$ cat src/rtl/cnm_ram.sv
// cnm_ram: generic single write port ram with one registered read port
// no dependencies

module cnm_ram #(
  parameter int WIDTH = 16,
  parameter int DEPTH = 256
) (
  input  logic                                   clk,
  input  logic                                   we,
  input  logic [(DEPTH > 1 ? $clog2(DEPTH) : 1)-1:0] waddr,
  input  logic [WIDTH-1:0]                       wdata,
  input  logic [(DEPTH > 1 ? $clog2(DEPTH) : 1)-1:0] raddr,
  output logic [WIDTH-1:0]                       rdata
);

  logic [WIDTH-1:0] mem [DEPTH];
  logic [WIDTH-1:0] rdata_r;

  always_ff @(posedge clk) begin
    if (we) begin
      mem[waddr] <= wdata;
    end
    rdata_r <= mem[raddr];
  end

  assign rdata = rdata_r;

endmodule

$ cat config.mk
export PLATFORM = sky130hd
export DESIGN_NAME = cnm_ram
export DESIGN_NICKNAME = d
export VERILOG_FILES = /design/src/rtl/cnm_ram.sv
export SDC_FILE = /design/constraint.sdc
export NUM_CORES = 2
export LEC_CHECK = 0
export CAP_MARGIN = 20
export CORE_MARGIN = 4
export CORE_UTILIZATION = 57
export CTS_CLUSTER_SIZE = 30
export DETAILED_ROUTE_END_ITERATION = 8
export DONT_BUFFER_PORTS = 1
export PLACE_DENSITY = 0.79
export SYNTH_ARGS = -nofsm -noshare
export SYNTH_HDL_FRONTEND = slang
export SYNTH_SLANG_ARGS = --single-unit
$ cat constraint.sdc
create_clock -name clk -period 2.9 [get_ports clk]
set_input_delay 0.435 -clock clk [delete_from_list [all_inputs] [get_ports clk]]
set_output_delay 0.435 -clock clk [all_outputs]
set_load 0.005 [all_outputs]
==> key figures <==
Timing
  • Final hold slack: -24.2 ps
  • Final setup violation count: 12
  • Skew final: 39.3 ps
  • Fmax: 329 MHz
  • Post-route clock period utilization: 105%
  • Min Tclk post-route: 3040 ps
  • Worst-margin pin slew: 2140 ps
  • Slew HR: -42.6%
  • Final-report max-slew violation count: 410
  • Final WS setup: -143 ps
  • RSZ-0062 raised after global routing: no
  • Fin. Hold Viols: 21

Clock tree
  • CTS max path bufs: 4
  • Latest clock arrival within the worst-skew pair: 910 ps
  • CTS Sinks: 4112
  • CTS tree: built
  • H-tree levels: 5
  • CTS clock-pin slew for the worst setup and hold paths: 70 ps
  • CTS buffer count: 384
  • Root Driver: clkbuf_16

Critical path
  • Crit Path Max Fanout: 737
  • Setup crit start kind: primary input
  • Crit. End Element: register
  • Critical path class: in -> reg
  • Launch point of the worst reg-to-reg path: mem[56][1]
  • Critical Path Start: raddr[1]
  • WP data arrival: 3860 ps
  • Data required time at the worst endpoint: 3720 ps

Hold path
  • Hold_sp: wdata[14]
  • Worst hold path type: in -> reg

Global routing
  • Global-route wire length before repair: 598000 um
  • Antenna violations before repair: 18
  • Largest net degree at the start of global routing: 738
  • Global route overflow: 0
  • Total track usage: 28.9%
  • Number of global-route vias before repair: 83135

Yosys
  • Simple-gate share of the synthesized area: 1.57%
  • Synthesized net count: 7394
  • Seq/Total Area, Yosys: 77.7%
  • Post-synth EDFFs: 4096
  • Netlist Area Pre-Place: 159000 um2
  • Post-Synthesis Cells: 7360
  • Complex-gate fraction of the synthesized area: 3.54%
  • Cell variety after synth: 52
  • Synth Warn #: 0
  • Xor and xnor area share after synthesis: 0%
  • Synth Area in Adders: 0%
  • Post-synth top flop: edfxtp_1
  • Mux share of post-synthesis cell area: 15.5%
  • Syn avg cell area: 21.6 um2
  • Ys async rst share: 0%
  • Largest family of logic cells by synthesized area: multiplexers
  • Seq cells post-synth: 4112

Routing
  • DR iter-0 viols: 14105
  • Via/cell ratio: 6.92
  • Met2 wire len: 201000 um
  • Drt first pass iters: 9
  • Remaining DRCs: 0
  • Final wirelength: 424000 um
  • DR vias: 82736
  • Metal3 WL: 57300 um
  • Routed len/inst: 35.5 um
  • DRT met1 WL: 138000 um
  • Top sig layer: met5
  • Antenna-violating nets left: 0

Floorplanning
  • Die X: 536 um
  • Die height: 536 um
  • Initial Util: 57.4%
  • Die ar.: 287000 um2
  • IO Count: 50
  • Core area: 277000 um2
  • Row cnt: 193

Outcome
  • Failing checks: hold timing, slew limit, setup timing
  • Status: finished, violations left

Final layout
  • Footprint of the multi-input gates: 32900 um2
  • Fillcell total: 16959
  • Final #Nets: 7975
  • Layout cells sized above 1: 25.6%
  • Area Growth Syn to Fin: 12.9%
  • FF+latch area: 123000 um2
  • Fin area: 179000 um2

Placement
  • Dpl cell area: 166000 um2
  • GP Congestion: 0.865
  • PortBufs: 0
  • Post-DP HPWL: 213000 um

Power and ir drop
  • Peak supply drop: 0.500 mV
  • Static Leakage: 57.3 nW
  • PwrDens: 669 nW/um2

Run
  • Max cap viols: 0
==> worst max-delay path, cell delays in order <==
cell and delay (ps):
or2_4 550, buf_4 220, o221ai_1 340, a21oi_1 120
o31ai_1 1010, o32ai_1 160, buf_4 250, nor4_1 280
==> worst paths after layout <==
check        cells past startpoint  slack, ps     endpoint
max                              8       -140    rdata[11]
min                              1        -20  mem[94][14]
max reg2reg                      6        140     rdata[1]
min reg2reg                      5       1020     rdata[4]
==> placed cells by master (no fill, tap or decap), drive strengths merged, types with 3 or more instances in the layout <==
| cell type | count |
|---|---|
| nand2b | 3 |
| mux2i | 565 |
| a22oi | 43 |
| a221oi | 28 |
| a31oi | 6 |
| dfxtp | 16 |
| inv | 15 |
| mux2 | 88 |
| a21oi | 175 |
| o22ai | 148 |
| clkinvlp | 18 |
| nor3 | 92 |
| o31ai | 16 |
| nand4b | 3 |
| a211oi | 18 |
| mux4 | 797 |
| o221ai | 253 |
| nand4 | 26 |
| dlygate4sd3 | 8 |
| nor2b | 9 |
| bufbuf | 9 |
| nand2 | 38 |
| diode | 11 |
| or2 | 5 |
| a2111oi | 6 |
| o21ai | 38 |
| nand3 | 35 |
| o32ai | 21 |
| clkbuf | 476 |
| and3 | 11 |
| a22o | 32 |
| nor4 | 18 |
| buf | 629 |
| clkinv | 158 |
| edfxtp | 4096 |
| nor2 | 304 |
| bufinv | 21 |
==> Yosys cell counts (all sizes together), types with 9 or more instances <==
master	number	area, um2
edfxtp	4096	123000
o31ai	16	120
nor3	92	460
nand3	35	175
a221oi	28	245
clkbuf	230	863
mux2	88	991
a22oi	43	323
nor2	304	1140
o221ai	253	2220
a21oi	175	876
nand4	26	163
mux4	797	17900
mux2i	565	5660
nor2b	9	56.3
nand2	38	143
a211oi	18	135
a22o	32	280
and3	11	68.8
o32ai	21	191
o21ai	38	190
nor4	18	119
dfxtp	16	320
buf	222	1810
o22ai	148	926
==> final cells by class <==
cell class / count / share of cell area (%)
flip-flops and latches: 4112 / 68.8
diodes: 11 / 0.0154
well taps: 3705 / 2.59
inverters: 4 / 0.0140
clock buffers: 475 / 5.66
multi-input cells: 2792 / 18.4
clock inverters: 208 / 0.940
repair buffers: 647 / 3.58
==> sequential cells by signal, summed over array words and instances, names as in the netlist <==
register  flops
mem        4096
rdata        16
==> cells by family after synthesis <==
group	count (synthesis)
buf+inv	456
mux	1450
flops	4112
simple gates	556
compound gates	786
==> per-stage QoR <==
step | power (mW) | utilization (%) | TNS (ps) | cells | worst slack [ps]
after floorplan | 70.1 | - | 0 | 7360 | 300
after global placement | 71.2 | 59.9 | -34150 | 11202 | -2520
after detailed placement | 71.3 | 59.9 | -35550 | 11202 | -2680
after CTS | 119 | 64.3 | 0 | 11901 | 17.7
after global routing | 123 | 64.7 | 0 | 11946 | 8.71
final | 120 | 64.7 | -814 | 11954 | -143
==> report_power, final <==
group / switching [mW] / total, mW / internal, mW
Combinational: 3.61 / 5.93 / 2.32
Sequential: 0.139 / 65.7 / 65.5
Clock: 21.6 / 48.3 / 26.7
Total: 25.3 / 120 / 94.5
==> metal layers <==
metal | vias up | GRT usage, %
li1 | 32415 | -
met1 | 42430 | 37.9
met2 | 6679 | 45.1
met3 | 1204 | 7.84
met4 | 8 | 14.9
met5 | - | 0
==> timing repair <==
item	in CTS	in global routing
pin swaps	0	2
hold endpoints to repair	4019	1893
hold buffers	3	40
gates cloned	13	1
buffers inserted	0	1
endpoints found under the setup margin	16	11
gates resized for setup	4	11
(Power assumes the default switching activity.)
