[src/rtl/cnm_fifo.sv]
// cnm_fifo: small register queue with full and empty flags
// no dependencies

module cnm_fifo #(
  parameter int WIDTH = 8,
  parameter int DEPTH = 2
) (
  input  logic             clk,
  input  logic             rst_n,
  input  logic             push,
  input  logic [WIDTH-1:0] wdata,
  output logic             full,
  input  logic             pop,
  output logic [WIDTH-1:0] rdata,
  output logic             empty
);

  localparam int PW = DEPTH > 1 ? $clog2(DEPTH) : 1;
  localparam int CW = $clog2(DEPTH + 1);

  logic [WIDTH-1:0] mem_r [DEPTH];
  logic [PW-1:0]    wp_r, wp_nxt, rp_r, rp_nxt;
  logic [CW-1:0]    cnt_r, cnt_nxt;
  logic             do_push, do_pop;

  assign full    = cnt_r == CW'(DEPTH);
  assign empty   = cnt_r == '0;
  assign do_push = push && !full;
  assign do_pop  = pop && !empty;
  assign rdata   = mem_r[rp_r];

  always_comb begin
    wp_nxt  = wp_r;
    rp_nxt  = rp_r;
    cnt_nxt = cnt_r;
    if (do_push) begin
      wp_nxt = (wp_r == PW'(DEPTH - 1)) ? '0 : wp_r + PW'(1);
    end
    if (do_pop) begin
      rp_nxt = (rp_r == PW'(DEPTH - 1)) ? '0 : rp_r + PW'(1);
    end
    if (do_push && !do_pop) begin
      cnt_nxt = cnt_r + CW'(1);
    end else if (do_pop && !do_push) begin
      cnt_nxt = cnt_r - CW'(1);
    end
  end

  always_ff @(posedge clk) begin
    if (!rst_n) begin
      wp_r  <= '0;
      rp_r  <= '0;
      cnt_r <= '0;
    end else begin
      wp_r  <= wp_nxt;
      rp_r  <= rp_nxt;
      cnt_r <= cnt_nxt;
    end
  end

  always_ff @(posedge clk) begin
    if (do_push) begin
      mem_r[wp_r] <= wdata;
    end
  end

endmodule

[config.mk]
export PLATFORM = sky130hd
export DESIGN_NAME = cnm_fifo
export DESIGN_NICKNAME = d
export VERILOG_FILES = /design/src/rtl/cnm_fifo.sv
export SDC_FILE = /design/constraint.sdc
export NUM_CORES = 1
export LEC_CHECK = 0
export BUFFER_PORTS_ARGS = -buffer_cell sky130_fd_sc_hd__buf_2
export CAP_MARGIN = 40
export CORE_UTILIZATION = 30
export CTS_CLUSTER_DIAMETER = 150
export CTS_CLUSTER_SIZE = 8
export DETAILED_ROUTE_END_ITERATION = 6
export GPL_TIMING_DRIVEN = 1
export HOLD_SLACK_MARGIN = 0.12
export SLEW_MARGIN = 10
export SYNTH_ARGS = -nofsm -noshare
export SYNTH_HDL_FRONTEND = slang
export SYNTH_SLANG_ARGS = --single-unit
[constraint.sdc]
create_clock -name clk -period 2.99 [get_ports clk]
set_input_delay 0.1495 -clock clk [delete_from_list [all_inputs] [get_ports clk]]
set_output_delay 0.1495 -clock clk [all_outputs]
set_load 0.01 [all_outputs]
==> flow_summary.ini <==
[power_and_ir_drop]
comb_power_share = 0.318
cell_leakage_power_nw = 0.4193
cellInternalPower_uw = 556.1
power_uw = 795.1
power.ir.vdd_worst_mv = 0.3992
p_sw_uw = 239.1
power.share.clock = 0.166
p_seq_frac = 0.516
power_density_nw_per_um2 = 746.8
swShare = 0.3007

[critical_path]
timing.critical_path.required_ps = 3220
timing.critical_path.fanout_max = 5
critPathArrivalTime_ps = 1830
crit_path_cell_trace = nand2b_1 -> inv_2 -> nor2_1 -> ha_1 -> or3_1 -> a21boi_1
critical_path_startpoint_category = flop
r2r_setup_slack_ps = 1390
cp_slowest_stage_delay_ps = 420
setup.worst_path.end_class = flop
timing.setup.critical_path_class = reg2reg
critical-path-slowest-cell = dfxtp_1
rr_worst_depth = 6

[floorplan]
die_width_um = 53.95
std_cell_rows = 18
design.core.area_um2 = 2522
initial_core_util = 0.3209
die_area_um2 = 2910
fp.dieH_um = 53.95
io_pins = 22

[global_routing]
first_global_vias = 498
globalRouteOverflowTotal = 0
antenna_found_initial = 0
grt_util_all_layers = 0.1029
grt_start_max_net_pins = 13
wire_length_of_the_first_global_routing_pass_um = 2028

[timing]
relSlewSlack = 0.5357
final_count_of_hold_timing_violations = 0
setup_repair_after_global_routing_missed_its_margin = false
final.hold.worst_slack_ps = 228.3
totalNegativeSetupSlack_ps = 0
layout_worst_path_cycle_share = 0.5362
worst_setup_skew_after_layout_ps = 7.118
finalSetupViolations = 0
final-max-slew-violation-count = 0
fmax_mhz = 623.8
max_slew.worst_pin.slew_ps = 692.7
fin_crit_ps = 1603

[cts]
cts.hold.buffers_added = 9
cts_setup_buffers = 0
numCtsBuffers = 3
clkLatencyLatePin_ps = 300
cts.clk_slew.worst_paths_ps = 120
post_cts_resized = 0
cts-htree-levels = 1
cts.root.buffer_cell = clkbuf_4
tritoncts = built
clock_tree.buffer_depth = 2
tritoncts_num_sinks = 21

[finish]
layout_cells_sized_above_1 = 0.4217
syn_to_final_growth_pct = 31.53
most-common-layout-cells = buf_2 (21), edfxtp_1 (16), dlygate4sd3_1 (9)
antennaDiodeCount = 0
layout.core_utilization = 0.4221
post_layout_nonfiller_instances = 113
final_layout_net_count = 97
layout_commonest_cell = buf_2

[status]
run_status = finished, final reports clean

[synthesis]
yosysUniqueCellTypes = 20
avgSynthCellArea_um2 = 16.19
synth.ff_latch_count = 21
synth_edf_count = 16
synth-async-reset-ratio = 0
yosys_warnings = 0
postSynth.topFlopCell = edfxtp_1
instance_count_of_the_mapped_netlist = 50
seq_area_frac_synth = 0.7172
syn_area_um2 = 809.5
syn-num-nets = 63

[placed_design]
post-dp-hpwl_um = 927.8
globalplace.congestion = 0.6482
numPortBuffers = 21
placedCellCount = 100

[route]
antenna_violating_nets_post_route = 0
vias_per_cell = 4.496
postRouteWirelength_um = 1290
via_count = 508
drtIter0Drc = 6
drt-wirelength-per-cell_um = 11.42
drt_drc_violations_left = 0
dr.pass1.iters = 4

[worst_hold_path]
hold-path-cell-count = 3
min-delay-path-class = in2reg

[job]
cap_violations = 0
## power by group through the flow
stage	sequential, mW	combinational, mW	clock [mW]
after floorplan	0.398	0.185	0
after global placement	0.416	0.238	0
after detailed placement	0.418	0.247	0
after CTS	0.412	0.258	0.140
after global routing	0.420	0.282	0.150
final	0.410	0.253	0.132
## sequential cells by signal (all words and copies together) (netlist names), named ones only
register / count
mem_r: 16
cnt_r: 2
rp_r: 1
wp_r: 1
## path summary, 6_finish.rpt
kind / end / start
max: cnt_r[1]$_SDFFE_PN0P_ / cnt_r[0]$_SDFFE_PN0P_
max reg2reg: cnt_r[1]$_SDFFE_PN0P_ / cnt_r[0]$_SDFFE_PN0P_
min: wp_r$_SDFFE_PN0N_ / push
min reg2reg: cnt_r[1]$_SDFFE_PN0P_ / cnt_r[1]$_SDFFE_PN0P_
## cells in the mapped netlist, types with 2 or more instances
cell,count,area [µm²]
xnor2_1,2,17.52
dfxtp_1,5,100.1
and2_1,3,18.77
mux2_2,8,90.09
edfxtp_1,16,480.5
nor2_1,2,7.510
## layer usage
metal  global-route usage  up-vias  wire length [µm]
li1                     -      248                 -
met1               0.1080      245               589
met2               0.1872       15               610
met3              0.03390        0                90
met4              0.03947        0                 0
met5                    0        -                 0
## through the flow
step | worst slack, ps | cell area, µm²
after global placement | 1480 | 947.2
after floorplan | 1519 | 809.5
after detailed placement | 1412 | 947.2
after CTS | 1389 | 1065
final | 1387 | 1065
after global routing | 1322 | 1065
## worst max-delay path: cells and delay by family (launching register included)
family          cells  cell delay (ps)
simple gates        3              640
flops               1              420
fa+ha+maj           1              270
compound gates      1              140
buf+inv             1               60
## logic make-up (layout without fill, tap and decap cells)
| family | after synthesis | after routing | share of synthesized area |
|---|---|---|---|
| AO/OA/AOI/OAI | 5 | 5 | 0.04018 |
| XOR/XNOR | 3 | 3 | 0.03246 |
| adder cells (fa/ha/maj) | 1 | 1 | 0.01545 |
| buffers and inverters | 3 | 36 | 0.01544 |
| flip-flops | 21 | 21 | 0.7172 |
| multiplexers | 8 | 8 | 0.1113 |
| AND/OR/NAND/NOR | 9 | 9 | 0.06803 |
## final cells by class
class                      count  area [µm²]
sequential                    21       580.6
clock inverter                 1       5.005
multi-input combinational     26       216.5
inverter                       2       7.507
tap                           30       37.54
clock buffer                   3       22.52
fill                         245        1458
timing repair buffer          30       195.2
No activity file was read; power rests on OpenSTA's default activity.
