File: config.mk
export PLATFORM = sky130hd
export DESIGN_NAME = cnm_front
export DESIGN_NICKNAME = d
export VERILOG_FILES = /design/src/rtl/cnm_pkg.sv /design/src/rtl/cnm_front.sv
export SDC_FILE = /design/constraint.sdc
export NUM_CORES = 1
export LEC_CHECK = 0
export BUFFER_PORTS_ARGS = -buffer_cell sky130_fd_sc_hd__buf_2
export CAP_MARGIN = 0
export CORE_MARGIN = 1
export CORE_UTILIZATION = 46
export CTS_BUF_LIST = sky130_fd_sc_hd__clkbuf_2
export DETAILED_ROUTE_END_ITERATION = 10
export PLACE_DENSITY_LB_ADDON = 0.2
export SYNTH_ARGS = -nofsm -noshare
export SYNTH_HDL_FRONTEND = slang
export SYNTH_SLANG_ARGS = --single-unit
File: constraint.sdc
create_clock -name clk -period 4.1 [get_ports clk]
set_input_delay 0.615 -clock clk [delete_from_list [all_inputs] [get_ports clk]]
set_output_delay 0.615 -clock clk [all_outputs]
set_load 0.01 [all_outputs]
File: src/rtl/cnm_pkg.sv
// cnm_pkg: types, widths and register codes of the cosine nearest match unit
// used by the rtl files of the block other than cnm_ram and cnm_fifo, depends on nothing

package cnm_pkg;

  localparam int DEF_MAX_ENTRIES = 64;
  localparam int DEF_MAX_LENGTH  = 256;
  localparam int ELEMENT_BITS    = 16;

  localparam int CFG_IDX_W = 2;
  localparam int CFG_DAT_W = 16;

  localparam logic [CFG_IDX_W-1:0] CFG_VECTOR_LENGTH   = 2'd0;
  localparam logic [CFG_IDX_W-1:0] CFG_ENTRIES_IN_USE  = 2'd1;
  localparam logic [CFG_IDX_W-1:0] CFG_MATCH_THRESHOLD = 2'd2;

  localparam int VLEN_W = 9;
  localparam int ECNT_W = 7;
  localparam int THR_W  = 16;

  localparam logic [VLEN_W-1:0] VLEN_RST = 9'd256;
  localparam logic [ECNT_W-1:0] ECNT_RST = 7'd64;
  localparam logic [THR_W-1:0]  THR_RST  = 16'd26214;

  // sized for the largest store the parameters allow
  localparam int LEN_FW  = 13;
  localparam int CNT_FW  = 11;
  localparam int PRD_W   = 2 * ELEMENT_BITS;
  localparam int DOT_W   = 44;
  localparam int MAG_W   = DOT_W - 1;
  localparam int PROD_W  = 120;
  localparam int SC_W    = 16;
  localparam int SQ_W    = 2 * SC_W;
  localparam int BIT_W   = 4;
  localparam int R_SHIFT = 30;

  typedef struct packed {
    logic                           command;
    logic [5:0]                     entry_index;
    logic [7:0]                     element_index;
    logic signed [ELEMENT_BITS-1:0] element_value;
    logic [15:0]                    object_id;
    logic                           last_element;
  } in_item_t;

  typedef struct packed {
    logic        match_found;
    logic [15:0] matched_id;
    logic [15:0] best_similarity;
  } out_item_t;

  typedef struct packed {
    logic [LEN_FW-1:0] len;
    logic [CNT_FW-1:0] cnt;
    logic [THR_W-1:0]  thr;
  } job_t;

endpackage

File: src/rtl/cnm_front.sv
// cnm_front: accepts items and register writes, clears and fills the stores,
// hands search jobs to the back end; depends on cnm_pkg

module cnm_front import cnm_pkg::*; #(
  parameter int MAX_ENTRIES = DEF_MAX_ENTRIES,
  parameter int MAX_LENGTH  = DEF_MAX_LENGTH,
  localparam int FEAT_DEPTH = MAX_ENTRIES * MAX_LENGTH,
  localparam int FEAT_AW    = FEAT_DEPTH > 1 ? $clog2(FEAT_DEPTH) : 1,
  localparam int ENT_AW     = MAX_ENTRIES > 1 ? $clog2(MAX_ENTRIES) : 1,
  localparam int LEN_AW     = MAX_LENGTH > 1 ? $clog2(MAX_LENGTH) : 1
) (
  input  logic                    clk,
  input  logic                    rst_n,
  input  logic                    in_push,
  input  in_item_t                in_item,
  output logic                    in_full,
  input  logic                    cfg_valid,
  output logic                    cfg_ready,
  input  logic [CFG_IDX_W-1:0]    cfg_index,
  input  logic [CFG_DAT_W-1:0]    cfg_data,
  output logic                    feat_we,
  output logic [FEAT_AW-1:0]      feat_waddr,
  output logic [ELEMENT_BITS-1:0] feat_wdata,
  output logic                    id_we,
  output logic [ENT_AW-1:0]       id_waddr,
  output logic [15:0]             id_wdata,
  output logic                    qry_we,
  output logic [LEN_AW-1:0]       qry_waddr,
  output logic [ELEMENT_BITS-1:0] qry_wdata,
  output logic                    job_push,
  output job_t                    job,
  input  logic                    search_done
);

  logic                clearing_r, clearing_nxt;
  logic [FEAT_AW-1:0]  clr_addr_r, clr_addr_nxt;
  logic                busy_r, busy_nxt;
  logic [VLEN_W-1:0]   vlen_r, vlen_nxt;
  logic [ECNT_W-1:0]   ecnt_r, ecnt_nxt;
  logic [THR_W-1:0]    thr_r, thr_nxt;
  logic                accept, load_ok;
  logic [31:0]         ent_ext, pos_ext, feat_addr_full;

  assign in_full   = clearing_r || busy_r;
  assign cfg_ready = 1'b1;
  assign accept    = in_push && !in_full;

  assign ent_ext        = 32'(in_item.entry_index);
  assign pos_ext        = 32'(in_item.element_index);
  assign load_ok        = ent_ext < 32'(MAX_ENTRIES) && pos_ext < 32'(MAX_LENGTH);
  assign feat_addr_full = ent_ext * 32'(MAX_LENGTH) + pos_ext;

  always_comb begin
    feat_we    = 1'b0;
    feat_waddr = feat_addr_full[FEAT_AW-1:0];
    feat_wdata = in_item.element_value;
    id_we      = 1'b0;
    id_waddr   = ent_ext[ENT_AW-1:0];
    id_wdata   = in_item.object_id;
    qry_we     = 1'b0;
    qry_waddr  = pos_ext[LEN_AW-1:0];
    qry_wdata  = in_item.element_value;
    job_push   = 1'b0;
    clearing_nxt = clearing_r;
    clr_addr_nxt = clr_addr_r;
    busy_nxt     = busy_r;
    if (search_done) begin
      busy_nxt = 1'b0;
    end
    if (clearing_r) begin
      feat_we    = 1'b1;
      feat_waddr = clr_addr_r;
      feat_wdata = '0;
      id_we      = 32'(clr_addr_r) < 32'(MAX_ENTRIES);
      id_waddr   = clr_addr_r[ENT_AW-1:0];
      id_wdata   = '0;
      clr_addr_nxt = clr_addr_r + FEAT_AW'(1);
      if (clr_addr_r == FEAT_AW'(FEAT_DEPTH - 1)) begin
        clearing_nxt = 1'b0;
      end
    end else if (accept) begin
      if (!in_item.command) begin
        feat_we = load_ok;
        id_we   = load_ok;
      end else begin
        qry_we = pos_ext < 32'(MAX_LENGTH);
        if (in_item.last_element) begin
          job_push = 1'b1;
          busy_nxt = 1'b1;
        end
      end
    end
  end

  always_comb begin
    job.len = (LEN_FW'(vlen_r) < LEN_FW'(MAX_LENGTH)) ? LEN_FW'(vlen_r) : LEN_FW'(MAX_LENGTH);
    job.cnt = (CNT_FW'(ecnt_r) < CNT_FW'(MAX_ENTRIES)) ? CNT_FW'(ecnt_r)
                                                        : CNT_FW'(MAX_ENTRIES);
    job.thr = thr_r;
  end

  always_comb begin
    vlen_nxt = vlen_r;
    ecnt_nxt = ecnt_r;
    thr_nxt  = thr_r;
    if (cfg_valid) begin
      case (cfg_index)
        CFG_VECTOR_LENGTH:   vlen_nxt = cfg_data[VLEN_W-1:0];
        CFG_ENTRIES_IN_USE:  ecnt_nxt = cfg_data[ECNT_W-1:0];
        CFG_MATCH_THRESHOLD: thr_nxt  = cfg_data[THR_W-1:0];
        default: ;
      endcase
    end
  end

  always_ff @(posedge clk) begin
    if (!rst_n) begin
      clearing_r <= 1'b1;
      clr_addr_r <= '0;
      busy_r     <= 1'b0;
      vlen_r     <= VLEN_RST;
      ecnt_r     <= ECNT_RST;
      thr_r      <= THR_RST;
    end else begin
      clearing_r <= clearing_nxt;
      clr_addr_r <= clr_addr_nxt;
      busy_r     <= busy_nxt;
      vlen_r     <= vlen_nxt;
      ecnt_r     <= ecnt_nxt;
      thr_r      <= thr_nxt;
    end
  end

endmodule

==> results.md <==
* Critical Path RT at 3.48 ns
* Endpoints failing setup at 0
* Worst EP arrival at 2.22 ns
* R2r worst-path depth at 3
* Antenna-violating nets left at 0
* Die Wd at 79.8 um
* DRC at 0
* Synthesis warning total at 0
* Synthesis-stage register bit count at 48
* Net Sw Frac at 27.4%
* Later-pin clock latency in the skew report at 0.41 ns
* Period minus WS final at 2.83 ns
* Starting Density at 49.1%
* Die ar. at 6370 um^2
* Final slew viol count at 0
* DP Area at 3440 um^2
* Area leader, netlist: dfxtp_1
* Pre-antenna DRT Iters at 4
* Unrepaired setup endpoints after global routing: false
* Gr ovfl total at 0
* Relative slew slack at 35.0%
* Design area at 3480 um^2
* Die height at 79.8 um
* Resized Gates After CTS at 0
* Hold-fix buffer count after cts at 0
* Post-synthesis sequential area ratio at 34.5%
* Pwr/cell area at 234 nW/um^2
* Worst Max-Slew Pin Slew at 0.974 ns
* Hpwl dp at 5570 um
* Flop2flop setup slack at 2.08 ns
* Commonest cells after routing, fill and taps aside: buf_2, nand2_1, nor2b_1, dfxtp_1, mux2i_1
* WHS Path Cells at 3
* P_sw at 223 uW
* CTS tree: done
* GRT Util Overall at 21.5%
* Nets at 571
* Final TNS setup at 0 ns
* CTS buffer count at 5
* Combinational share of power at 16.2%
* Clock sinks at 48
* IO Pins at 193
* Leak Pwr at 1.84 nW
* Post-CTS Repair Setup Buffers at 0
* Initial DRC Count at 139
* Reg2Reg Launch Point: clearing_r$_SDFF_PN1_
* Drt via density at 4.84
* Core area at 5680 um^2
* Layout fillers at 567
* Max-Cap Viols at 0
* Row count at 27
* Routed via count at 2,771
* Hold EP: thr_r[14]$_SDFFE_PN1P_
* Distinct cells, synth at 38
* VDD IR max at 0.208 mV
* Fmax at 0.353 GHz
* CP Class: reg -> out
* Share of power burned in registers at 60.9%
* Hold wc startpoint: cfg_data[14]
* Hold Path Class: in -> reg
* H-tree levels at 2
* I/O Buffers at 183
* Gpl congestion at 0.821
* Total power at 813 uW
* Clk pwr share at 22.9%
* Maximum clock skew at final layout at 0.0107 ns
* Share of cells above drive strength 1 at 39.8%
* P&R area growth vs syn at 24.9%
* Largest net degree at the start of global routing at 52
* Status: complete, no violations
* Synth top area cells: dfxtp_1, nor2b_1, buf_4, nand2_1, mux2i_1
* Max Fanout on Critical Path at 51
* Vias in the first global route at 2,406
* CTS Buffer Depth at 2
* Mapped cell area at 2780 um^2
* Antenna diodes at 0
* Routed WL per cell at 12.8 um
* Routed wire length at 7320 um
* Top-area cell type share of the netlist area at 34.5%
* Clk slew on worst S/H paths at 0.22 ns
* R2R Path End: clr_addr_r[9]$_SDFFE_PN0P_
* CTS root buffer: clkbuf_2
* Initial antenna violation count at 0
* First-pass GRT wire length at 10,800 um
* Worst setup SP type: flop
* Synth Instances at 357
* Period utilisation layout at 69.0%
* Synthesized area per cell at 7.80 um^2
* Crit end category: output pin
* Hold Violations, Final at 0
* Int Pwr at 591 uW
* Commonest non-fill, non-tap cell in the layout: buf_2
-- state kept, by name, indices dropped and copies added, names as in the netlist --
name,count
ecnt_r,7
busy_r,1
vlen_r,9
clr_addr_r,14
clearing_r,1
thr_r,16
-- cell families after synthesis --
group	after synthesis	share of synthesized area (%)
simple gates	188	34.6
buf+inv	65	15.3
flops	48	34.5
compound gates	25	4.90
mux	24	8.72
xor+xnor	4	1.26
other cells	2	0.270
fa+ha+maj	1	0.449
-- power groups by stage --
stage / clock [mW] / combinational, mW / sequential, mW
floorplan: 0 / 0.0880 / 0.503
global placement: 0 / 0.130 / 0.504
detailed placement: 0 / 0.133 / 0.504
CTS: 0.192 / 0.133 / 0.496
global route: 0.209 / 0.146 / 0.498
finish: 0.186 / 0.132 / 0.496
-- layout make-up --
class / count / area, um^2 / share of cell area (%)
Clock inverter: 1 / 3.75 / 0.108
Tap cell: 72 / 90.1 / 2.59
Timing Repair Buffer: 184 / 923 / 26.6
Sequential cell: 48 / 962 / 27.7
Multi-Input combinational cell: 251 / 1430 / 41.1
Inverter: 9 / 33.8 / 0.972
Clock buffer: 7 / 35.0 / 1.01
-- through the flow --
step           utilization, %  std cells  setup slack, ns  hold WS, ns
6_report                 61.2        572             1.27        0.391
5_1_grt                  61.2        572             1.13        0.371
4_1_cts                  61.2        572             1.25        0.367
3_5_place_dp             60.6        564             1.75        0.446
3_3_place_gp             60.6        564             1.79        0.441
2_1_floorplan               -        364             2.42        0.452
-- worst max-delay path by stage --
stage / startpoint / to / slack, ns / cells past startpoint
global route: clearing_r$_SDFF_PN1_ / feat_waddr[6] / 1.13 / 3
floorplan: clearing_r$_SDFF_PN1_ / feat_waddr[0] / 2.42 / 4
detailed placement: clearing_r$_SDFF_PN1_ / feat_waddr[6] / 1.75 / 3
global placement: clearing_r$_SDFF_PN1_ / feat_waddr[7] / 1.79 / 3
CTS: clearing_r$_SDFF_PN1_ / feat_waddr[6] / 1.25 / 3
finish: clearing_r$_SDFF_PN1_ / feat_waddr[6] / 1.27 / 3
-- metal layers --
| metal | routed length (um) | global-route usage [%] | up-vias |
|---|---|---|---|
| li1 | - | - | 1406 |
| met1 | 3010 | 24.7 | 1250 |
| met2 | 3700 | 39.3 | 104 |
| met3 | 472 | 4.00 | 11 |
| met4 | 144 | 7.86 | 0 |
| met5 | 0 | 0 | - |
-- cells in the mapped netlist --
| cell | instances |
|---|---|
| or3_1 | 1 |
| mux2_2 | 2 |
| nand4_1 | 6 |
| and4_1 | 1 |
| nor3b_1 | 1 |
| a21oi_1 | 12 |
| clkbuf_1 | 8 |
| nor2_1 | 21 |
| or3_2 | 1 |
| inv_1 | 9 |
| dlymetal6s2s_1 | 1 |
| xnor2_1 | 1 |
| buf_6 | 1 |
| buf_4 | 37 |
| nor4_1 | 7 |
| nand3_4 | 1 |
| and3b_1 | 1 |
| clkbuf_8 | 2 |
| nand3_2 | 1 |
| or4_1 | 2 |
| o21ai_0 | 9 |
| dfxtp_1 | 48 |
| nand2b_1 | 11 |
| nand2_2 | 1 |
| o21a_1 | 1 |
| buf_2 | 6 |
| mux2i_1 | 22 |
| nand2_1 | 68 |
| and3_1 | 1 |
| nand3b_1 | 2 |
| buf_1 | 1 |
| xor2_1 | 3 |
| conb_1 | 2 |
| nor2b_1 | 47 |
| ha_1 | 1 |
| nand3_1 | 15 |
| o41ai_1 | 1 |
| o31ai_1 | 2 |
-- worst max-delay path, cell delays in order, from the launching register on --
cell and delay [ns]:
dfxtp_2 0.95, buf_4 0.37, mux2_2 0.35, buf_2 0.14
(Power assumes the default switching activity.)
