$ cat src/rtl/cnm_pkg.sv
// cnm_pkg: types, widths and register codes of the cosine nearest match unit
// used by the rtl files of the block other than cnm_ram and cnm_fifo, depends on nothing

package cnm_pkg;

  localparam int DEF_MAX_ENTRIES = 64;
  localparam int DEF_MAX_LENGTH  = 256;
  localparam int ELEMENT_BITS    = 16;

  localparam int CFG_IDX_W = 2;
  localparam int CFG_DAT_W = 16;

  localparam logic [CFG_IDX_W-1:0] CFG_VECTOR_LENGTH   = 2'd0;
  localparam logic [CFG_IDX_W-1:0] CFG_ENTRIES_IN_USE  = 2'd1;
  localparam logic [CFG_IDX_W-1:0] CFG_MATCH_THRESHOLD = 2'd2;

  localparam int VLEN_W = 9;
  localparam int ECNT_W = 7;
  localparam int THR_W  = 16;

  localparam logic [VLEN_W-1:0] VLEN_RST = 9'd256;
  localparam logic [ECNT_W-1:0] ECNT_RST = 7'd64;
  localparam logic [THR_W-1:0]  THR_RST  = 16'd26214;

  // sized for the largest store the parameters allow
  localparam int LEN_FW  = 13;
  localparam int CNT_FW  = 11;
  localparam int PRD_W   = 2 * ELEMENT_BITS;
  localparam int DOT_W   = 44;
  localparam int MAG_W   = DOT_W - 1;
  localparam int PROD_W  = 120;
  localparam int SC_W    = 16;
  localparam int SQ_W    = 2 * SC_W;
  localparam int BIT_W   = 4;
  localparam int R_SHIFT = 30;

  typedef struct packed {
    logic                           command;
    logic [5:0]                     entry_index;
    logic [7:0]                     element_index;
    logic signed [ELEMENT_BITS-1:0] element_value;
    logic [15:0]                    object_id;
    logic                           last_element;
  } in_item_t;

  typedef struct packed {
    logic        match_found;
    logic [15:0] matched_id;
    logic [15:0] best_similarity;
  } out_item_t;

  typedef struct packed {
    logic [LEN_FW-1:0] len;
    logic [CNT_FW-1:0] cnt;
    logic [THR_W-1:0]  thr;
  } job_t;

endpackage

$ cat src/rtl/cnm_mul.sv
// cnm_mul: shift and add multiplier, one multiplier bit per cycle
// depends on cnm_pkg

module cnm_mul import cnm_pkg::*; (
  input  logic              clk,
  input  logic              rst_n,
  input  logic              start,
  input  logic [PROD_W-1:0] a,
  input  logic [MAG_W-1:0]  b,
  output logic              done,
  output logic [PROD_W-1:0] prod
);

  localparam int CW = $clog2(MAG_W);

  logic              run_r, run_nxt;
  logic              done_r, done_nxt;
  logic [CW-1:0]     cnt_r, cnt_nxt;
  logic [PROD_W-1:0] a_r, a_nxt, acc_r, acc_nxt;
  logic [MAG_W-1:0]  b_r, b_nxt;

  always_comb begin
    run_nxt  = run_r;
    done_nxt = 1'b0;
    cnt_nxt  = cnt_r;
    a_nxt    = a_r;
    b_nxt    = b_r;
    acc_nxt  = acc_r;
    if (start) begin
      run_nxt = 1'b1;
      cnt_nxt = '0;
      a_nxt   = a;
      b_nxt   = b;
      acc_nxt = '0;
    end else if (run_r) begin
      if (b_r[0]) begin
        acc_nxt = acc_r + a_r;
      end
      a_nxt   = a_r << 1;
      b_nxt   = b_r >> 1;
      cnt_nxt = cnt_r + CW'(1);
      if (cnt_r == CW'(MAG_W - 1)) begin
        run_nxt  = 1'b0;
        done_nxt = 1'b1;
      end
    end
  end

  always_ff @(posedge clk) begin
    if (!rst_n) begin
      run_r  <= 1'b0;
      done_r <= 1'b0;
    end else begin
      run_r  <= run_nxt;
      done_r <= done_nxt;
    end
  end

  always_ff @(posedge clk) begin
    cnt_r <= cnt_nxt;
    a_r   <= a_nxt;
    b_r   <= b_nxt;
    acc_r <= acc_nxt;
  end

  assign done = done_r;
  assign prod = acc_r;

endmodule

$ cat src/rtl/cnm_back.sv
// cnm_back: runs one search, dot products and norms per entry, exact score by
// bit-serial root search; depends on cnm_pkg and cnm_mul

module cnm_back import cnm_pkg::*; #(
  parameter int MAX_ENTRIES = DEF_MAX_ENTRIES,
  parameter int MAX_LENGTH  = DEF_MAX_LENGTH,
  localparam int FEAT_DEPTH = MAX_ENTRIES * MAX_LENGTH,
  localparam int FEAT_AW    = FEAT_DEPTH > 1 ? $clog2(FEAT_DEPTH) : 1,
  localparam int ENT_AW     = MAX_ENTRIES > 1 ? $clog2(MAX_ENTRIES) : 1,
  localparam int LEN_AW     = MAX_LENGTH > 1 ? $clog2(MAX_LENGTH) : 1
) (
  input  logic                    clk,
  input  logic                    rst_n,
  input  logic                    job_empty,
  input  job_t                    job,
  output logic                    job_pop,
  output logic [FEAT_AW-1:0]      feat_raddr,
  input  logic [ELEMENT_BITS-1:0] feat_rdata,
  output logic [LEN_AW-1:0]       qry_raddr,
  input  logic [ELEMENT_BITS-1:0] qry_rdata,
  output logic [ENT_AW-1:0]       id_raddr,
  input  logic [15:0]             id_rdata,
  input  logic                    res_full,
  output logic                    res_push,
  output out_item_t               res,
  output logic                    search_done
);

  localparam int LEN_CW = $clog2(MAX_LENGTH + 1);
  localparam int CNT_CW = $clog2(MAX_ENTRIES + 1);

  typedef enum logic [8:0] {
    S_IDLE   = 9'b000000001,
    S_ACC    = 9'b000000010,
    S_DRAIN  = 9'b000000100,
    S_MUL_R  = 9'b000001000,
    S_MUL_P  = 9'b000010000,
    S_TRIAL  = 9'b000100000,
    S_PICK   = 9'b001000000,
    S_IDREAD = 9'b010000000,
    S_OUT    = 9'b100000000
  } state_t;

  state_t                   state_r, state_nxt;
  logic [LEN_CW-1:0]        len_r, len_nxt, k_r, k_nxt;
  logic [CNT_CW-1:0]        cnt_r, cnt_nxt, e_r, e_nxt;
  logic [THR_W-1:0]         thr_r, thr_nxt;
  logic [FEAT_AW-1:0]       base_r, base_nxt;
  logic                     v1_r, v1_nxt, v2_r, v2_nxt;
  logic signed [PRD_W-1:0]  qr_r, rr_r, qq_r;
  logic signed [DOT_W-1:0]  dot_r, dot_nxt;
  logic [MAG_W-1:0]         nb_r, nb_nxt, na_r, na_nxt;
  logic [PROD_W-1:0]        rbig_r, rbig_nxt, pbig_r, pbig_nxt;
  logic [SC_W-1:0]          s_r, s_nxt, t_r, t_nxt, best_r, best_nxt;
  logic [SQ_W-1:0]          sq_r, sq_nxt, tsq_r, tsq_nxt;
  logic [BIT_W-1:0]         bit_r, bit_nxt;
  logic [ENT_AW-1:0]        beste_r, beste_nxt;
  logic                     mstart_r, mstart_nxt;
  logic [PROD_W-1:0]        ma_r, ma_nxt;
  logic [MAG_W-1:0]         mb_r, mb_nxt;
  logic                     mul_done;
  logic [PROD_W-1:0]        mul_prod;
  logic [SC_W-1:0]          s_b, tr_t;
  logic [SQ_W-1:0]          sq_b;
  logic [BIT_W-1:0]         bit_b;
  logic [SQ_W:0]            tr_sq;
  logic                     le, match;

  cnm_mul u_mul (
    .clk   (clk),
    .rst_n (rst_n),
    .start (mstart_r),
    .a     (ma_r),
    .b     (mb_r),
    .done  (mul_done),
    .prod  (mul_prod)
  );

  assign feat_raddr = base_r + FEAT_AW'(k_r);
  assign qry_raddr  = k_r[LEN_AW-1:0];
  assign id_raddr   = beste_r;
  assign le         = mul_prod <= rbig_r;

  always_comb begin
    if (state_r == S_TRIAL) begin
      s_b   = le ? t_r : s_r;
      sq_b  = le ? tsq_r : sq_r;
      bit_b = bit_r - BIT_W'(1);
    end else begin
      s_b   = '0;
      sq_b  = '0;
      bit_b = BIT_W'(SC_W - 1);
    end
    tr_t  = s_b | (SC_W'(1) << bit_b);
    tr_sq = (SQ_W + 1)'(sq_b) + ((SQ_W + 1)'(s_b) << (5'(bit_b) + 5'd1))
          + ((SQ_W + 1)'(1) << {bit_b, 1'b0});
  end

  assign match = best_r != '0 && best_r >= thr_r;

  always_comb begin
    res.match_found     = match;
    res.matched_id      = match ? id_rdata : '0;
    res.best_similarity = best_r;
  end

  always_comb begin
    state_nxt  = state_r;
    len_nxt    = len_r;
    cnt_nxt    = cnt_r;
    thr_nxt    = thr_r;
    k_nxt      = k_r;
    e_nxt      = e_r;
    base_nxt   = base_r;
    v1_nxt     = 1'b0;
    v2_nxt     = v1_r;
    dot_nxt    = dot_r;
    nb_nxt     = nb_r;
    na_nxt     = na_r;
    rbig_nxt   = rbig_r;
    pbig_nxt   = pbig_r;
    s_nxt      = s_r;
    sq_nxt     = sq_r;
    t_nxt      = t_r;
    tsq_nxt    = tsq_r;
    bit_nxt    = bit_r;
    best_nxt   = best_r;
    beste_nxt  = beste_r;
    mstart_nxt = 1'b0;
    ma_nxt     = ma_r;
    mb_nxt     = mb_r;
    job_pop    = 1'b0;
    res_push   = 1'b0;
    search_done = 1'b0;

    if (v2_r) begin
      dot_nxt = dot_r + DOT_W'(qr_r);
      nb_nxt  = nb_r + MAG_W'(unsigned'(rr_r));
      if (e_r == '0) begin
        na_nxt = na_r + MAG_W'(unsigned'(qq_r));
      end
    end

    unique case (state_r)
      S_IDLE: begin
        if (!job_empty) begin
          job_pop   = 1'b1;
          len_nxt   = job.len[LEN_CW-1:0];
          cnt_nxt   = job.cnt[CNT_CW-1:0];
          thr_nxt   = job.thr;
          k_nxt     = '0;
          e_nxt     = '0;
          base_nxt  = '0;
          best_nxt  = '0;
          beste_nxt = '0;
          dot_nxt   = '0;
          nb_nxt    = '0;
          na_nxt    = '0;
          state_nxt = (job.len == '0 || job.cnt == '0) ? S_IDREAD : S_ACC;
        end
      end
      S_ACC: begin
        v1_nxt = 1'b1;
        k_nxt  = k_r + LEN_CW'(1);
        if (k_r == len_r - LEN_CW'(1)) begin
          state_nxt = S_DRAIN;
        end
      end
      S_DRAIN: begin
        if (!v1_r && !v2_r) begin
          s_nxt  = '0;
          sq_nxt = '0;
          if (!dot_r[DOT_W-1] && dot_r != '0 && na_r != '0 && nb_r != '0) begin
            ma_nxt     = PROD_W'(dot_r[MAG_W-1:0]);
            mb_nxt     = dot_r[MAG_W-1:0];
            mstart_nxt = 1'b1;
            state_nxt  = S_MUL_R;
          end else begin
            state_nxt = S_PICK;
          end
        end
      end
      S_MUL_R: begin
        if (mul_done) begin
          rbig_nxt   = mul_prod << R_SHIFT;
          ma_nxt     = PROD_W'(na_r);
          mb_nxt     = nb_r;
          mstart_nxt = 1'b1;
          state_nxt  = S_MUL_P;
        end
      end
      S_MUL_P: begin
        if (mul_done) begin
          pbig_nxt   = mul_prod;
          bit_nxt    = bit_b;
          t_nxt      = tr_t;
          tsq_nxt    = tr_sq[SQ_W-1:0];
          ma_nxt     = mul_prod;
          mb_nxt     = MAG_W'(tr_sq[SQ_W-1:0]);
          mstart_nxt = 1'b1;
          state_nxt  = S_TRIAL;
        end
      end
      S_TRIAL: begin
        if (mul_done) begin
          s_nxt  = s_b;
          sq_nxt = sq_b;
          if (bit_r == '0) begin
            state_nxt = S_PICK;
          end else begin
            bit_nxt    = bit_b;
            t_nxt      = tr_t;
            tsq_nxt    = tr_sq[SQ_W-1:0];
            ma_nxt     = pbig_r;
            mb_nxt     = MAG_W'(tr_sq[SQ_W-1:0]);
            mstart_nxt = 1'b1;
          end
        end
      end
      S_PICK: begin
        if (s_r > best_r) begin
          best_nxt  = s_r;
          beste_nxt = e_r[ENT_AW-1:0];
        end
        if (e_r == cnt_r - CNT_CW'(1)) begin
          state_nxt = S_IDREAD;
        end else begin
          e_nxt     = e_r + CNT_CW'(1);
          base_nxt  = base_r + FEAT_AW'(MAX_LENGTH);
          k_nxt     = '0;
          dot_nxt   = '0;
          nb_nxt    = '0;
          state_nxt = S_ACC;
        end
      end
      S_IDREAD: begin
        state_nxt = S_OUT;
      end
      S_OUT: begin
        if (!res_full) begin
          res_push    = 1'b1;
          search_done = 1'b1;
          state_nxt   = S_IDLE;
        end
      end
      default: state_nxt = S_IDLE;
    endcase
  end

  always_ff @(posedge clk) begin
    if (!rst_n) begin
      state_r  <= S_IDLE;
      v1_r     <= 1'b0;
      v2_r     <= 1'b0;
      mstart_r <= 1'b0;
    end else begin
      state_r  <= state_nxt;
      v1_r     <= v1_nxt;
      v2_r     <= v2_nxt;
      mstart_r <= mstart_nxt;
    end
  end

  always_ff @(posedge clk) begin
    len_r   <= len_nxt;
    cnt_r   <= cnt_nxt;
    thr_r   <= thr_nxt;
    k_r     <= k_nxt;
    e_r     <= e_nxt;
    base_r  <= base_nxt;
    qr_r    <= $signed(qry_rdata) * $signed(feat_rdata);
    rr_r    <= $signed(feat_rdata) * $signed(feat_rdata);
    qq_r    <= $signed(qry_rdata) * $signed(qry_rdata);
    dot_r   <= dot_nxt;
    nb_r    <= nb_nxt;
    na_r    <= na_nxt;
    rbig_r  <= rbig_nxt;
    pbig_r  <= pbig_nxt;
    s_r     <= s_nxt;
    sq_r    <= sq_nxt;
    t_r     <= t_nxt;
    tsq_r   <= tsq_nxt;
    bit_r   <= bit_nxt;
    best_r  <= best_nxt;
    beste_r <= beste_nxt;
    ma_r    <= ma_nxt;
    mb_r    <= mb_nxt;
  end

endmodule

$ cat config.mk
export PLATFORM = sky130hd
export DESIGN_NAME = cnm_back
export DESIGN_NICKNAME = d
export VERILOG_FILES = /design/src/rtl/cnm_pkg.sv /design/src/rtl/cnm_mul.sv /design/src/rtl/cnm_back.sv
export SDC_FILE = /design/constraint.sdc
export NUM_CORES = 2
export LEC_CHECK = 0
export BUFFER_PORTS_ARGS = -buffer_cell sky130_fd_sc_hd__clkbuf_2
export CORE_ASPECT_RATIO = 0.8
export CORE_MARGIN = 2
export CORE_UTILIZATION = 34
export DETAILED_ROUTE_END_ITERATION = 7
export GPL_ROUTABILITY_DRIVEN = 0
export GPL_TIMING_DRIVEN = 0
export PLACE_DENSITY = 0.44
export SLEW_MARGIN = 10
export SYNTH_ARGS = -nofsm -noshare
export SYNTH_HDL_FRONTEND = slang
export SYNTH_SLANG_ARGS = --single-unit
$ cat constraint.sdc
create_clock -name clk -period 40.3 [get_ports clk]
set_input_delay 2.015 -clock clk [delete_from_list [all_inputs] [get_ports clk]]
set_output_delay 2.015 -clock clk [all_outputs]
set_load 0.02 [all_outputs]
==> impl_metrics.yaml <==
status:
  status: "completed"
clocking:
  ctsRootBufferMaster: "clkbuf_16"
  max-clock-path-buffers: 3
  h-tree-depth: 4
  clkLatencyLatePin_ns: 0.80
  holdBufCountCts: 0
  cts-resized-gates: 0
  cts_tree: "yes"
  numCtsBuffers: 132
  clock_sinks: 1076
  cts.clk_slew.worst_paths_ns: 0.06
  postCtsSetupBuffers: 0
floorplanning:
  core_area_um2: 247400
  die_h_um: 450.8
  die_w_um: 562.5
  rows: 163
  top_level_ports: 156
  start_util: 0.3429
  dieArea_um2: 253600
yosys:
  syn_nets: 9953
  ys_ff_latch: 1076
  yosysSeqAreaShare: 0.3379
  netlist.top_cell.by_area: "edfxtp_1"
  yosysWarnings: 0
  synth_edf_count: 712
  yosysMostFrequentCell: "inv_1"
  syn_area_um2: 84840
  syn_inst: 8439
  synth_ff_type: "edfxtp_1"
  yosysTopAreaCellShare: 0.2520
  ys_async_sr_fraction: 0
  ys_top_cells_by_count: "inv_1 (1064), nand2_1 (919), fa_1 (759)"
  synth.distinct_cells: 92
  synth_area_leaders: "edfxtp_1 (25%), fa_1 (18%), ha_1 (9.8%)"
  syn_area_per_cell_um2: 10.05
placement:
  portBuffers: 145
  dp_hpwl_um: 215700
  dpl_worst_slack_ns: 29.00
  placed_cells: 11910
timing:
  finalSetupTns_ns: 0
  timing.final.ws_setup_ns: 29.08
  finalSetupViolCount: 0
  report.final.slew_viol_count: 0
  tightest_slew_ns: 1.303
  finClkSkew_ns: 0.04923
  rsz0062_at_grt: "no"
  finalHoldViolCount: 0
  slew_headroom: 0.1233
  period_share: 0.2783
  timing.hold.ws_ns: 0.4947
  max_freq_mhz: 89.17
  finalCriticalPeriod_ns: 11.22
setup_path:
  cp_data_required_time_ns: 40.84
  slowest_delay_ns: 0.82
  crit_arrival_ns: 11.76
  start_kind: "flip-flop"
  critPathMostFrequentCell: "clkbuf_1"
  path_class: "reg -> reg"
  crit_fanout: 10
  crit_slowest_cell: "clkbuf_1"
  end_kind: "flip-flop"
final_layout:
  fin_cells: 12150
  area_growth_pct: 11.42
  fillers: 24720
  drive_gt1_frac: 0.07132
  nets: 10250
drt:
  wl_per_cell_um: 22.20
  vias: 62420
  met2WireLength_um: 112800
  drc_errors: 0
  drt_wl_total_um: 269800
  wl_met3_um: 17390
  routed_via_density: 5.136
  top_layer: "met5"
  drt-met1-wl_um: 133300
  ant_nets: 0
  first_pass_iters: 8
  initialDrtViolationCount: 4590
power:
  p_leak_nw: 41.29
  p_seq_frac: 0.187
  power.internal_mw: 3.863
  peakVddDrop_uv: 238.8
  combinationalPowerShare: 0.652
  finalPower_mw: 7.458
  switching_share: 0.4820
  switchingPower_mw: 3.594
  powerDensity_nw_per_um2: 78.90
  pwr-share-clk: 0.162
hold_path:
  worstHoldPathType: "reg -> reg"
global_route:
  grt_util_all_layers: 0.2124
  antenna_found_initial: 28
  grt_remaining_overflow: 0
  grt_pass1_vias: 62740
  grt_start_max_net_pins: 60
  grt_pass1_wl_um: 405900
run:
  cap_violations: 0
## kinds of logic after synthesis
family | after synthesis | share of synthesized area
AOI/OAI and AO/OA | 1470 | 0.1123
xor gates and xnor gates | 406 | 0.04191
adders and majority gates | 1422 | 0.2769
buffers and inverters | 1434 | 0.06448
DFF | 1076 | 0.3379
muxes | 304 | 0.03883
and+or+nand+nor | 2327 | 0.1277
## cell usage in the layout, fill, tap and decap left out, drive strengths merged, types with 38 or more instances in the layout
cell type / synthesis / final
a21oi: 526 / 526
nand2: 919 / 919
edfxtp: 712 / 712
nand3: 118 / 118
nand2b: 78 / 78
buf: 55 / 77
a211oi: 45 / 45
o21ai: 229 / 229
and2: 236 / 236
dfxtp: 364 / 364
o21bai: 56 / 56
xor2: 141 / 141
clkinv: 8 / 63
a22o: 79 / 79
ha: 663 / 663
mux2i: 130 / 130
nor3: 74 / 74
inv: 1067 / 1071
mux2: 171 / 171
a21o: 203 / 203
fa: 759 / 759
nor4: 60 / 60
a222oi: 44 / 44
nor2: 523 / 523
and3: 45 / 45
clkbuf: 304 / 617
a31oi: 38 / 38
xnor2: 265 / 265
o21a: 58 / 58
nor2b: 44 / 44
nand4: 102 / 102
## critical path: cells and delay by family (launching register included)
kind	cells	cell delay [ns]
AOI/OAI and AO/OA	12	2.87
DFF	1	0.34
and+or+nand+nor	8	2.46
xor gates and xnor gates	1	0.12
buffers and inverters	7	3.77
adders and majority gates	4	1.39
## power groups by stage
stage	Sequential, mW	Clock (mW)	Combinational, mW
after detailed placement	1.41	0	4.83
after CTS	1.39	1.24	4.87
final	1.39	1.21	4.86
after global placement	1.42	0	4.80
after floorplan	1.38	0	3.25
after global routing	1.40	1.28	5.45
## registers in the layout, summed over array words and instances (netlist names), 16 cells and up
| signal | cells |
|---|---|
| sq_r | 32 |
| u_mul.b_r | 43 |
| u_mul.a_r | 120 |
| qr_r | 32 |
| u_mul.prod | 120 |
| tsq_r | 32 |
| pbig_r | 120 |
| ma_r | 120 |
| rr_r | 31 |
| mb_r | 43 |
| s_r | 16 |
| qq_r | 31 |
| t_r | 16 |
| nb_r | 43 |
| na_r | 43 |
| thr_r | 16 |
| rbig_r | 90 |
| dot_r | 44 |
| best_r | 16 |
## path summary, 6_finish.rpt
path	depth (start not counted)	from	slack, ns	to
min	2	u_mul.cnt_r[5]	0.49	u_mul.done
min reg2reg	2	u_mul.cnt_r[5]	0.49	u_mul.done
max	32	state_r[0]	29.08	mb_r[31]
max reg2reg	32	state_r[0]	29.08	mb_r[31]
## layout make-up
type                    instances  area [um^2]  area share
flip-flops and latches       1076        28670      0.3033
multi-input cells            5929        50760      0.5369
plain buffers                 359         1445     0.01529
repair buffers                167         1152     0.01219
clock inverters                73        763.2    0.008074
diodes                          6        15.01   0.0001588
clock buffers                 168         3565     0.03771
well taps                    3300         4129     0.04368
inverters                    1075         4035     0.04269
## metrics by stage
step	utilization	area, um^2
6_report	0.3821	94530
2_1_floorplan	-	84840
5_1_grt	0.3821	94520
4_1_cts	0.3820	94510
3_5_place_dp	0.3645	90180
3_3_place_gp	0.3626	89690
## routing by layer
metal | vias up | track usage
li1 | 29320 | -
met1 | 31060 | 0.3187
met2 | 1714 | 0.3116
met3 | 311 | 0.04040
met4 | 14 | 0.05020
met5 | - | 0.004167
(Power assumes the default switching activity.)
